**config.mk**
```make
export PLATFORM = sky130hd
export DESIGN_NAME = nearest_resize_channel_normalize
export DESIGN_NICKNAME = d
export VERILOG_FILES = /design/src/design/rsz_pkg.sv /design/src/design/nearest_resize_channel_normalize.sv /design/src/design/rsz_front.sv /design/src/design/rsz_queue.sv /design/src/design/rsz_back.sv
export SDC_FILE = /design/constraint.sdc
export NUM_CORES = 2
export LEC_CHECK = 0
export ABC_AREA = 1
export BUFFER_PORTS_ARGS = -buffer_cell sky130_fd_sc_hd__buf_2
export CORE_MARGIN = 4
export CORE_UTILIZATION = 51
export CTS_CLUSTER_SIZE = 20
export DETAILED_ROUTE_END_ITERATION = 8
export PLACE_DENSITY = 0.72
export SYNTH_ARGS = -nofsm -noshare
export SYNTH_HDL_FRONTEND = slang
export SYNTH_SLANG_ARGS = --single-unit
export TNS_END_PERCENT = 1
```
**constraint.sdc**
```tcl
create_clock -name clk -period 14.5 [get_ports clk]
set_input_delay 0.725 -clock clk [delete_from_list [all_inputs] [get_ports clk]]
set_output_delay 0.725 -clock clk [all_outputs]
set_load 0.05 [all_outputs]
```
**src/design/rsz_pkg.sv**
```systemverilog
`default_nettype none
// ----------------------------------------------------------------------------
// rsz_pkg
// Shared constants, register codes and types of the resize and normalise
// block.
// ----------------------------------------------------------------------------
package rsz_pkg;

  localparam int OUT_SIZE_DEF   = 224;
  localparam int MAX_SOURCE_DEF = 4096;
  localparam int QUEUE_DEPTH    = 4;

  localparam logic [2:0] REG_SOURCE_WIDTH  = 3'd0;
  localparam logic [2:0] REG_SOURCE_HEIGHT = 3'd1;
  localparam logic [2:0] REG_MEAN_RED      = 3'd2;
  localparam logic [2:0] REG_MEAN_GREEN    = 3'd3;
  localparam logic [2:0] REG_MEAN_BLUE     = 3'd4;
  localparam logic [2:0] REG_INV_STD_RED   = 3'd5;
  localparam logic [2:0] REG_INV_STD_GREEN = 3'd6;
  localparam logic [2:0] REG_INV_STD_BLUE  = 3'd7;

  localparam logic [12:0] SOURCE_WIDTH_RST  = 13'd256;
  localparam logic [12:0] SOURCE_HEIGHT_RST = 13'd256;
  localparam logic [15:0] MEAN_RED_RST      = 16'd31429;
  localparam logic [15:0] MEAN_GREEN_RST    = 16'd29887;
  localparam logic [15:0] MEAN_BLUE_RST     = 16'd26648;
  localparam logic [15:0] INV_STD_RED_RST   = 16'd957;
  localparam logic [15:0] INV_STD_GREEN_RST = 16'd984;
  localparam logic [15:0] INV_STD_BLUE_RST  = 16'd932;

  typedef struct packed {
    logic [12:0] source_width;
    logic [12:0] source_height;
    logic [15:0] mean_red;
    logic [15:0] mean_green;
    logic [15:0] mean_blue;
    logic [15:0] inv_std_red;
    logic [15:0] inv_std_green;
    logic [15:0] inv_std_blue;
  } rsz_cfg_t;

  typedef struct packed {
    logic [7:0] red;
    logic [7:0] green;
    logic [7:0] blue;
    logic [7:0] col;
    logic [7:0] row;
    logic       last;
  } rsz_item_t;

endpackage
`default_nettype wire

```
**src/design/nearest_resize_channel_normalize.sv**
```systemverilog
`default_nettype none
// ----------------------------------------------------------------------------
// nearest_resize_channel_normalize
// Nearest-neighbour downscaler with per-channel mean/deviation normalisation.
// A chosen source pixel enters the queue, then the subtract, multiply and
// round/saturate registers; throughput one source pixel per cycle while the
// queue is not full, set by the position compare in the front stage and the
// normalise pipe. Reset: position counters cleared, registers take their
// defaults, queue and pipeline empty.
// ----------------------------------------------------------------------------
module nearest_resize_channel_normalize #(
  parameter int OUT_SIZE   = rsz_pkg::OUT_SIZE_DEF,
  parameter int MAX_SOURCE = rsz_pkg::MAX_SOURCE_DEF
) (
  input  wire                clk,
  input  wire                rst,
  input  wire                psel,
  input  wire                penable,
  input  wire                pwrite,
  input  wire  [4:0]         paddr,
  input  wire  [31:0]        pwdata,
  output logic [31:0]        prdata,
  output logic               pready,
  input  wire                src_valid,
  output logic               src_stall,
  input  wire  [7:0]         red,
  input  wire  [7:0]         green,
  input  wire  [7:0]         blue,
  input  wire                frame_start,
  output logic               dst_valid,
  input  wire                dst_stall,
  output logic signed [15:0] norm_red,
  output logic signed [15:0] norm_green,
  output logic signed [15:0] norm_blue,
  output logic [7:0]         out_col,
  output logic [7:0]         out_row,
  output logic               frame_last
);
  import rsz_pkg::*;

  rsz_cfg_t   cfg;
  rsz_item_t  push_item, head_item;
  logic       push, pop, queue_full, queue_empty;
  logic [2:0] reg_index;

  assign pready    = 1'b1;
  assign reg_index = paddr[4:2];

  always_ff @(posedge clk) begin
    if (rst) begin
      cfg.source_width  <= SOURCE_WIDTH_RST;
      cfg.source_height <= SOURCE_HEIGHT_RST;
      cfg.mean_red      <= MEAN_RED_RST;
      cfg.mean_green    <= MEAN_GREEN_RST;
      cfg.mean_blue     <= MEAN_BLUE_RST;
      cfg.inv_std_red   <= INV_STD_RED_RST;
      cfg.inv_std_green <= INV_STD_GREEN_RST;
      cfg.inv_std_blue  <= INV_STD_BLUE_RST;
    end else if (psel && penable && pwrite && pready) begin
      case (reg_index)
        REG_SOURCE_WIDTH:  cfg.source_width  <= pwdata[12:0];
        REG_SOURCE_HEIGHT: cfg.source_height <= pwdata[12:0];
        REG_MEAN_RED:      cfg.mean_red      <= pwdata[15:0];
        REG_MEAN_GREEN:    cfg.mean_green    <= pwdata[15:0];
        REG_MEAN_BLUE:     cfg.mean_blue     <= pwdata[15:0];
        REG_INV_STD_RED:   cfg.inv_std_red   <= pwdata[15:0];
        REG_INV_STD_GREEN: cfg.inv_std_green <= pwdata[15:0];
        REG_INV_STD_BLUE:  cfg.inv_std_blue  <= pwdata[15:0];
        default: ;
      endcase
    end
  end

  always_comb begin
    case (reg_index)
      REG_SOURCE_WIDTH:  prdata = 32'(cfg.source_width);
      REG_SOURCE_HEIGHT: prdata = 32'(cfg.source_height);
      REG_MEAN_RED:      prdata = 32'(cfg.mean_red);
      REG_MEAN_GREEN:    prdata = 32'(cfg.mean_green);
      REG_MEAN_BLUE:     prdata = 32'(cfg.mean_blue);
      REG_INV_STD_RED:   prdata = 32'(cfg.inv_std_red);
      REG_INV_STD_GREEN: prdata = 32'(cfg.inv_std_green);
      REG_INV_STD_BLUE:  prdata = 32'(cfg.inv_std_blue);
      default:           prdata = '0;
    endcase
  end

  rsz_front #(
    .OUT_SIZE   (OUT_SIZE),
    .MAX_SOURCE (MAX_SOURCE)
  ) u_front (
    .clk         (clk),
    .rst         (rst),
    .cfg         (cfg),
    .src_valid   (src_valid),
    .src_stall   (src_stall),
    .red         (red),
    .green       (green),
    .blue        (blue),
    .frame_start (frame_start),
    .queue_full  (queue_full),
    .push        (push),
    .push_item   (push_item)
  );

  rsz_queue u_queue (
    .clk       (clk),
    .rst       (rst),
    .push      (push),
    .push_item (push_item),
    .pop       (pop),
    .head_item (head_item),
    .full      (queue_full),
    .empty     (queue_empty)
  );

  rsz_back u_back (
    .clk        (clk),
    .rst        (rst),
    .cfg        (cfg),
    .head_item  (head_item),
    .empty      (queue_empty),
    .pop        (pop),
    .dst_valid  (dst_valid),
    .dst_stall  (dst_stall),
    .norm_red   (norm_red),
    .norm_green (norm_green),
    .norm_blue  (norm_blue),
    .out_col    (out_col),
    .out_row    (out_row),
    .frame_last (frame_last)
  );

endmodule
`default_nettype wire

```
**src/design/rsz_front.sv**
```systemverilog
`default_nettype none
// ----------------------------------------------------------------------------
// rsz_front
// Source position tracking and nearest-neighbour pixel selection; chosen
// pixels are pushed into the queue.
// ----------------------------------------------------------------------------
module rsz_front #(
  parameter int OUT_SIZE   = rsz_pkg::OUT_SIZE_DEF,
  parameter int MAX_SOURCE = rsz_pkg::MAX_SOURCE_DEF
) (
  input  wire                 clk,
  input  wire                 rst,
  input  rsz_pkg::rsz_cfg_t   cfg,
  input  wire                 src_valid,
  output logic                src_stall,
  input  wire  [7:0]          red,
  input  wire  [7:0]          green,
  input  wire  [7:0]          blue,
  input  wire                 frame_start,
  input  wire                 queue_full,
  output logic                push,
  output rsz_pkg::rsz_item_t  push_item
);
  import rsz_pkg::*;

  localparam int OC_W  = $clog2(OUT_SIZE + 1);
  localparam int SC_W  = $clog2(MAX_SOURCE);
  localparam int SZ_W  = $clog2(MAX_SOURCE + 1);
  localparam int NUM_W = $clog2(OUT_SIZE * MAX_SOURCE + 1);

  logic [SC_W-1:0]  src_col, src_row, src_col_next, src_row_next;
  logic [OC_W-1:0]  out_col_count, out_row_count, out_col_count_next, out_row_count_next;
  logic [NUM_W-1:0] col_numerator, row_numerator, col_numerator_next, row_numerator_next;
  logic [NUM_W-1:0] col_scaled, row_scaled, col_scaled_next, row_scaled_next;

  logic [SC_W-1:0]  cur_scol, cur_srow;
  logic [OC_W-1:0]  cur_ocol, cur_orow;
  logic [NUM_W-1:0] cur_cnum, cur_rnum, cur_cscl, cur_rscl;
  logic [SZ_W-1:0]  w, h;
  logic             col_hit, row_hit, accept;

  assign src_stall = queue_full;
  assign accept    = src_valid && !queue_full;

  always_comb begin
    if (32'(cfg.source_width) < 32'(OUT_SIZE)) begin
      w = SZ_W'(OUT_SIZE);
    end else if (32'(cfg.source_width) > 32'(MAX_SOURCE)) begin
      w = SZ_W'(MAX_SOURCE);
    end else begin
      w = SZ_W'(cfg.source_width);
    end
    if (32'(cfg.source_height) < 32'(OUT_SIZE)) begin
      h = SZ_W'(OUT_SIZE);
    end else if (32'(cfg.source_height) > 32'(MAX_SOURCE)) begin
      h = SZ_W'(MAX_SOURCE);
    end else begin
      h = SZ_W'(cfg.source_height);
    end
  end

  always_comb begin
    cur_scol = frame_start ? '0 : src_col;
    cur_srow = frame_start ? '0 : src_row;
    cur_ocol = frame_start ? '0 : out_col_count;
    cur_orow = frame_start ? '0 : out_row_count;
    cur_cnum = frame_start ? '0 : col_numerator;
    cur_rnum = frame_start ? '0 : row_numerator;
    cur_cscl = frame_start ? '0 : col_scaled;
    cur_rscl = frame_start ? '0 : row_scaled;

    col_hit = (cur_ocol < OC_W'(OUT_SIZE)) && (cur_cnum < cur_cscl + NUM_W'(OUT_SIZE));
    row_hit = (cur_orow < OC_W'(OUT_SIZE)) && (cur_rnum < cur_rscl + NUM_W'(OUT_SIZE));

    push            = accept && col_hit && row_hit;
    push_item.red   = red;
    push_item.green = green;
    push_item.blue  = blue;
    push_item.col   = 8'(cur_ocol);
    push_item.row   = 8'(cur_orow);
    push_item.last  = (cur_ocol == OC_W'(OUT_SIZE - 1)) && (cur_orow == OC_W'(OUT_SIZE - 1));

    out_col_count_next = col_hit ? cur_ocol + OC_W'(1) : cur_ocol;
    col_numerator_next = col_hit ? cur_cnum + NUM_W'(w) : cur_cnum;
    src_col_next       = cur_scol;
    col_scaled_next    = cur_cscl;
    src_row_next       = cur_srow;
    out_row_count_next = cur_orow;
    row_numerator_next = cur_rnum;
    row_scaled_next    = cur_rscl;

    if (SZ_W'(cur_scol) >= w - SZ_W'(1)) begin
      src_col_next       = '0;
      out_col_count_next = '0;
      col_numerator_next = '0;
      col_scaled_next    = '0;
      if (SZ_W'(cur_srow) >= h - SZ_W'(1)) begin
        src_row_next       = '0;
        out_row_count_next = '0;
        row_numerator_next = '0;
        row_scaled_next    = '0;
      end else begin
        if (row_hit) begin
          out_row_count_next = cur_orow + OC_W'(1);
          row_numerator_next = cur_rnum + NUM_W'(h);
        end
        src_row_next    = cur_srow + SC_W'(1);
        row_scaled_next = cur_rscl + NUM_W'(OUT_SIZE);
      end
    end else begin
      src_col_next    = cur_scol + SC_W'(1);
      col_scaled_next = cur_cscl + NUM_W'(OUT_SIZE);
    end
  end

  always_ff @(posedge clk) begin
    if (rst) begin
      src_col       <= '0;
      src_row       <= '0;
      out_col_count <= '0;
      out_row_count <= '0;
      col_numerator <= '0;
      row_numerator <= '0;
      col_scaled    <= '0;
      row_scaled    <= '0;
    end else if (accept) begin
      src_col       <= src_col_next;
      src_row       <= src_row_next;
      out_col_count <= out_col_count_next;
      out_row_count <= out_row_count_next;
      col_numerator <= col_numerator_next;
      row_numerator <= row_numerator_next;
      col_scaled    <= col_scaled_next;
      row_scaled    <= row_scaled_next;
    end
  end

endmodule
`default_nettype wire

```
**src/design/rsz_queue.sv**
```systemverilog
`default_nettype none
// ----------------------------------------------------------------------------
// rsz_queue
// Short first-in first-out queue of chosen pixels between selection and
// normalisation.
// ----------------------------------------------------------------------------
module rsz_queue (
  input  wire                 clk,
  input  wire                 rst,
  input  wire                 push,
  input  rsz_pkg::rsz_item_t  push_item,
  input  wire                 pop,
  output rsz_pkg::rsz_item_t  head_item,
  output logic                full,
  output logic                empty
);
  import rsz_pkg::*;

  localparam int PTR_W = $clog2(QUEUE_DEPTH);
  localparam int CNT_W = $clog2(QUEUE_DEPTH + 1);

  rsz_item_t        slots [QUEUE_DEPTH];
  logic [PTR_W-1:0] wr_ptr, rd_ptr;
  logic [CNT_W-1:0] count;

  assign full      = (count == CNT_W'(QUEUE_DEPTH));
  assign empty     = (count == '0);
  assign head_item = slots[rd_ptr];

  always_ff @(posedge clk) begin
    if (push) begin
      slots[wr_ptr] <= push_item;
    end
  end

  always_ff @(posedge clk) begin
    if (rst) begin
      wr_ptr <= '0;
      rd_ptr <= '0;
      count  <= '0;
    end else begin
      if (push) begin
        wr_ptr <= (wr_ptr == PTR_W'(QUEUE_DEPTH - 1)) ? '0 : wr_ptr + PTR_W'(1);
      end
      if (pop) begin
        rd_ptr <= (rd_ptr == PTR_W'(QUEUE_DEPTH - 1)) ? '0 : rd_ptr + PTR_W'(1);
      end
      if (push && !pop) begin
        count <= count + CNT_W'(1);
      end else if (pop && !push) begin
        count <= count - CNT_W'(1);
      end
    end
  end

endmodule
`default_nettype wire

```
**src/design/rsz_back.sv**
```systemverilog
`default_nettype none
// ----------------------------------------------------------------------------
// rsz_back
// Per-channel normalisation pipeline: subtract mean, multiply by the
// reciprocal deviation, round and saturate into the output register.
// ----------------------------------------------------------------------------
module rsz_back (
  input  wire                 clk,
  input  wire                 rst,
  input  rsz_pkg::rsz_cfg_t   cfg,
  input  rsz_pkg::rsz_item_t  head_item,
  input  wire                 empty,
  output logic                pop,
  output logic                dst_valid,
  input  wire                 dst_stall,
  output logic signed [15:0]  norm_red,
  output logic signed [15:0]  norm_green,
  output logic signed [15:0]  norm_blue,
  output logic [7:0]          out_col,
  output logic [7:0]          out_row,
  output logic                frame_last
);
  import rsz_pkg::*;

  typedef struct packed {
    logic [7:0] col;
    logic [7:0] row;
    logic       last;
  } pos_t;

  logic               v1, v2, v3, advance;
  pos_t               pos1, pos2;
  logic signed [16:0] diff_r, diff_g, diff_b;
  logic signed [33:0] prod_r, prod_g, prod_b;

  function automatic logic signed [15:0] round_sat(input logic signed [33:0] p);
    logic signed [33:0] t;
    logic signed [21:0] q;
    t = p + 34'sd2048;
    q = 22'(t >>> 12);
    if (q > 22'sd32767) begin
      return 16'sh7FFF;
    end else if (q < -22'sd32768) begin
      return 16'sh8000;
    end else begin
      return q[15:0];
    end
  endfunction

  assign advance = !v3 || !dst_stall;
  assign pop     = advance && !empty;
  assign dst_valid = v3;

  always_ff @(posedge clk) begin
    if (rst) begin
      v1 <= 1'b0;
      v2 <= 1'b0;
      v3 <= 1'b0;
    end else if (advance) begin
      v1 <= pop;
      v2 <= v1;
      v3 <= v2;
    end
  end

  always_ff @(posedge clk) begin
    if (advance) begin
      diff_r <= $signed({1'b0, head_item.red, 8'd0}) - $signed({1'b0, cfg.mean_red});
      diff_g <= $signed({1'b0, head_item.green, 8'd0}) - $signed({1'b0, cfg.mean_green});
      diff_b <= $signed({1'b0, head_item.blue, 8'd0}) - $signed({1'b0, cfg.mean_blue});
      pos1   <= '{col: head_item.col, row: head_item.row, last: head_item.last};

      prod_r <= 34'(diff_r * $signed({1'b0, cfg.inv_std_red}));
      prod_g <= 34'(diff_g * $signed({1'b0, cfg.inv_std_green}));
      prod_b <= 34'(diff_b * $signed({1'b0, cfg.inv_std_blue}));
      pos2   <= pos1;

      norm_red   <= round_sat(prod_r);
      norm_green <= round_sat(prod_g);
      norm_blue  <= round_sat(prod_b);
      out_col    <= pos2.col;
      out_row    <= pos2.row;
      frame_last <= pos2.last;
    end
  end

endmodule
`default_nettype wire

```
; After elaboration in Yosys (flattened, before gate mapping)
; Memory sizes are Yosys's and may differ from the RTL's. A register that Yosys moved wholly into a read port is not among the register bits.
; Index checks and enable logic that the tools add are counted.
; Widths: inputs -> output; s select.
[classes]
n_addsub = 20
mul = 3
magnitude_cmp = 16
eq_ne = 12
muxes = 40
n_reduce_logical = 29
[op_table]
columns = op, n
row1 = $pmux 32 s8, 1
row2 = $mux 20, 12
row3 = $add 34x13->34 const B, 3
row4 = $mul 17x17->34, 3
row5 = $gt 22x16->1 const B, 3
row6 = $lt 22x16->1 const B, 3
row7 = $mux 12, 5
row8 = $mux 8, 7
row9 = $mux 13, 4
row10 = $sub 16x16->17, 3
row11 = $mux 16, 3
row12 = $add 20x13->20, 2
row13 = $add 20x8->20 const B, 2
row14 = $lt 20x20->1, 2
row15 = $ge 12x13->1, 2
row16 = $gt 13x13->1 const B, 2
row17 = $lt 13x8->1 const B, 2
row18 = $sub 13x1->13 const B, 2
row19 = $add 12x1->12 const B, 2
row20 = $add 8x1->8 const B, 2
row21 = $eq 8x8->1 const B, 2
row22 = $lt 8x8->1 const B, 2
row23 = $reduce_and 2->1, 8
row24 = $eq 3x3->1 const B, 5
row25 = 14 further kinds, 38
[totals]
register_bits = 504
ram_bits = 164
in_bits = 69
word_cells = 161
memories = 1
[mem_list]
columns = name, depth, width, read_ports, rd_clocked_by_memory_dff, write_ports, line
row1 = u_queue.slots, 4, 41, 1, 1, 1, rsz_queue.sv:22  ; rsz_item_t slots [QUEUE_DEPTH];

; Depth between registers and ports, before layout
[logic_depth]
ltp_word = 10
mapped_depth = 34
ltp_nobuf = 33

; Cells and area by module
; From an unflattened synthesis, not the netlist that was laid out.
[hier_totals]
cells_unflattened = 8639
hier_area_um2 = 67725.0
[modules_own_cells]
columns = mod, n_inst, cells_each, area_per_inst_um2
row1 = rsz_back, 1, 5493, 44204.9
row2 = rsz_front, 1, 1855, 11403.4
row3 = rsz_queue, 1, 455, 6526.3
row4 = nearest_resize_channel_normalize, 1, 836, 5590.4

; Worst setup path after synthesis
; No wires, ideal clock.
[synth_path]
path_kind = input port to flip-flop
from = in dst_stall
to = reg u_queue.count[1]
arrival_time_ns = 7.249
required_time_ns = 14.379
path_slack_ns = 7.130
stages = 7
path_cell_list = nand2_1 o31ai_1 ha_1 inv_1 fa_1 o21ai_0 a21oi_1
[synth_via]
elab_chain_cells = 6
elab_cells_between_ends = 8
classes_between = mux: 1 / reduce/logical: 7
[synth_lines]
columns = item, line
row1 = from (decl), nearest_resize_channel_normalize.sv:31  ; input wire dst_stall,
row2 = $logic_not 1->1 (*), rsz_back.sv:50  ; assign advance = !v3 || !dst_stall;
row3 = $logic_or 1x1->1 (*), rsz_back.sv:50
row4 = $logic_and 1x1->1 (*), rsz_back.sv:51  ; assign pop = advance && !empty;
row5 = $logic_not 1->1, rsz_queue.sv:48  ; if (push && !pop) begin
row6 = $logic_and 1x1->1, rsz_queue.sv:48
row7 = $mux 3 / $reduce_bool 2->1 (equally long branches), --
row8 = to (signal assigned), rsz_queue.sv:49  ; count <= count + CNT_W'(1);
row9 = to (signal assigned), rsz_queue.sv:51  ; count <= count - CNT_W'(1);
row10 = to (decl), rsz_queue.sv:24  ; logic [CNT_W-1:0] count;
; Every way passes the cells marked *; elsewhere a longest branch is shown, timed or not.
; A chain may end at the register's enable or synchronous reset.

; Final worst setup path
[layout_path]
from = reg, netlist name cfg[37]
to = reg u_back.prod_r[32], data pin
[layout_via]
elab_chain_cells = 1
[layout_lines]
columns = item, line
row1 = $mul 17x17->34, rsz_back.sv:73  ; prod_r <= 34'(diff_r * $signed({1'b0, cfg.inv_std_red}));
row2 = to (signal assigned), rsz_back.sv:73
row3 = to (decl), rsz_back.sv:34  ; logic signed [33:0] prod_r, prod_g, prod_b;
; No other way between the ends.

==> results.py <==
metrics = {
    "synth": {
        "yosys.area.top_type": "fa_1",
        "synth_common_cells": "inv_1, nand2_1, fa_1",
        "ys.flop_type": "edfxtp_1",
        "yosys_warnings": 0,
        "synthTopCellsByArea": "fa_1, edfxtp_1, inv_1, nand2_1, dfxtp_1",
        "seq_area_frac_synth": 0.258,
        "synth_top_area_frac": 0.259,
        "synth.most_common_cell": "inv_1",
        "ys_types": 63,
        "synth_area_per_cell_um2": 8.22,
        "synth_edf_count": 383,
        "ys_ff_latch": 637,
        "syn_area_um2": 64400,
        "async_reset_ff_frac": 0,
        "synth_cells": 7835,
    },
    "global_route": {
        "grt_max_degree": 106,
        "gr-total-overflow": 0,
        "grt_usage": 0.247,
        "grt_pass1_vias": 50800,
        "grt_pass1_wl_mm": 262,
        "antenna_found_initial": 9,
    },
    "routing": {
        "num_vias": 49800,
        "wl_met3_mm": 11.8,
        "drt_wl_total_mm": 160,
        "wl_per_cell_um": 17.0,
        "dr.pass1.iters": 8,
        "wl_met2_mm": 77.1,
        "via_per_inst": 5.26,
        "ant_nets": 0,
        "highest_layer": "met5",
        "drt_iter0_drc": 3947,
        "drt-met1-wl_mm": 67.1,
        "drc": 0,
    },
    "clock_tree": {
        "cts_buffer_depth": 3,
        "cts-root-buf": "clkbuf_16",
        "cts_tree": "done",
        "cts_hold_buf": 0,
        "clock_sinks": 637,
        "cts_max_level": 3,
        "clk_latency_ps": 690,
        "cts_resized": 0,
        "cts_buffers": 72,
        "clkTransAtPathRegs_ps": 60,
        "cts_setup_buffers": 0,
    },
    "timing": {
        "tightest_slew_ps": 1090,
        "slew_headroom": 0.269,
        "setup_violations": 0,
        "hold_viol": 0,
        "fin_crit_sh": 0.451,
        "rsz0062_at_grt": "false",
        "fmax_mhz": 153,
        "tns_ps": 0,
        "slew_violations": 0,
        "timing.final.ws_setup_ps": 7970,
        "fin_worst_skew_ps": 45.0,
        "period_needed_ps": 6530,
    },
    "placed_design": {
        "io_buffers": 133,
        "dpl_worst_slack_ps": 7590,
        "dp_hpwl_mm": 123,
        "placed_cell_area_um2": 66100,
        "gp_congestion": 0.960,
    },
    "floorplanning": {
        "core_um2": 126000,
        "die_width_um": 363,
        "start_util": 0.513,
        "io_pins": 169,
        "die_area_um2": 132000,
        "die_h_um": 363,
        "num_rows": 130,
    },
    "hold_path": {
        "hp-class": "in2reg",
    },
    "critical_path": {
        "start_kind": "flip-flop",
        "path_max_fanout": 18,
        "critPathRequiredTime_ps": 14990,
        "crit_arrival_ps": 7020,
        "crit_path_end_kind": "flip-flop",
        "crit_type": "reg2reg",
    },
    "outcome": {
        "status": "complete, no violations",
    },
    "layout": {
        "finalNetCount": 9039,
        "drive_gt1_frac": 0.0451,
        "syn_to_final_growth_pct": 6.48,
        "fin_area_um2": 68600,
    },
    "job": {
        "maxCapViolations": 0,
    },
}
==> sequential cells by signal, summed over array words and instances (netlist names), 3 cells and up, named ones only <==
register	count
u_back.prod_r	23
u_front.out_col_count	8
u_back.pos2	17
u_front.row_scaled	20
u_back.prod_b	23
u_queue.slots	164
u_back.diff_g	17
u_back.prod_g	23
u_back.norm_blue	16
u_back.norm_green	16
u_front.col_scaled	20
u_back.norm_red	16
u_front.col_numerator	20
u_back.out_row	8
u_back.out_col	8
u_front.src_row	12
u_front.src_col	12
u_back.diff_b	17
u_front.row_numerator	20
u_back.pos1	17
u_queue.count	3
u_back.diff_r	17
u_front.out_row_count	8
cfg	122
==> per-layer routing <==
metal | vias up | GRT usage
met5 | - | 0
met1 | 24400 | 0.320
met3 | 264 | 0.0458
met4 | 2 | 0.0737
li1 | 23600 | -
met2 | 1474 | 0.422
==> metrics by stage <==
| stage | instances | hold WS, ps | utilization |
|---|---|---|---|
| after global routing | 9456 | 222 | 0.546 |
| after floorplan | 7850 | 400 | - |
| after detailed placement | 9325 | 405 | 0.526 |
| final | 9461 | 253 | 0.546 |
| after CTS | 9454 | 198 | 0.546 |
| after global placement | 9325 | 403 | 0.526 |
==> cells in the final DEF, fill, tap and decap left out, types with 14 or more instances in the layout <==
cell / Yosys / final
inv_1: 1852 / 1851
nand2_1: 1698 / 1697
fa_1: 834 / 834
nor2_1: 503 / 498
a21oi_1: 390 / 390
ha_1: 387 / 387
edfxtp_1: 383 / 383
o21ai_0: 312 / 312
dfxtp_1: 254 / 253
nand3_1: 194 / 194
xor2_1: 175 / 175
buf_2: 16 / 132
o22ai_1: 75 / 75
xnor2_1: 74 / 74
nor3_1: 73 / 73
clkbuf_16: 0 / 72
nand4_1: 43 / 43
o211ai_1: 39 / 39
buf_4: 21 / 38
nor4_1: 18 / 18
conb_1: 2 / 17
a221oi_1: 16 / 16
o21a_1: 14 / 14
clkbuf_1: 276 / 14
==> worst max-delay path, stage by stage, from the launching register on <==
cell,delay [ps]
dfxtp_1,960
nand2_1,230
fa_1,650
fa_1,430
inv_1,320
fa_1,520
fa_1,520
fa_1,490
inv_1,50
fa_1,470
inv_1,40
ha_1,340
nand2_1,110
nor2_1,100
inv_1,100
nor4_1,420
nand4_1,240
nand2_1,120
xor2_1,190
==> cells by family after synthesis <==
family,share of synthesized area
flops,0.258
compound gates,0.0786
xor+xnor,0.0343
simple gates,0.164
other cells,0.000117
fa+ha+maj,0.335
buf+inv,0.131
==> worst paths after layout <==
kind                                 start                              to  slack (ps)  cells past startpoint
hold reg to reg   u_back.pos1[8]$_DFFE_PP_        u_back.pos2[8]$_DFFE_PP_         420                      0
hold / removal                    green[6]  u_queue.slots[1][31]$_DFFE_PP_         250                      1
setup / recovery      cfg[37]$_SDFFE_PP1P_     u_back.prod_r[32]$_DFFE_PP_        7970                     18
setup reg to reg      cfg[37]$_SDFFE_PP1P_     u_back.prod_r[32]$_DFFE_PP_        7970                     18
==> cell type report <==
class	count	area, um^2
fillers	11400	57000
multi-input cells	5004	39500
flip-flops and latches	637	16600
inverters	1864	7000
well taps	1650	2060
clock buffers	91	1920
repair buffers	170	946
clock inverters	38	552
diodes	7	17.5
Power is left out: the tool's default activity adds up to more than one toggle a clock period on the data nets, which glitch-free logic cannot reach.
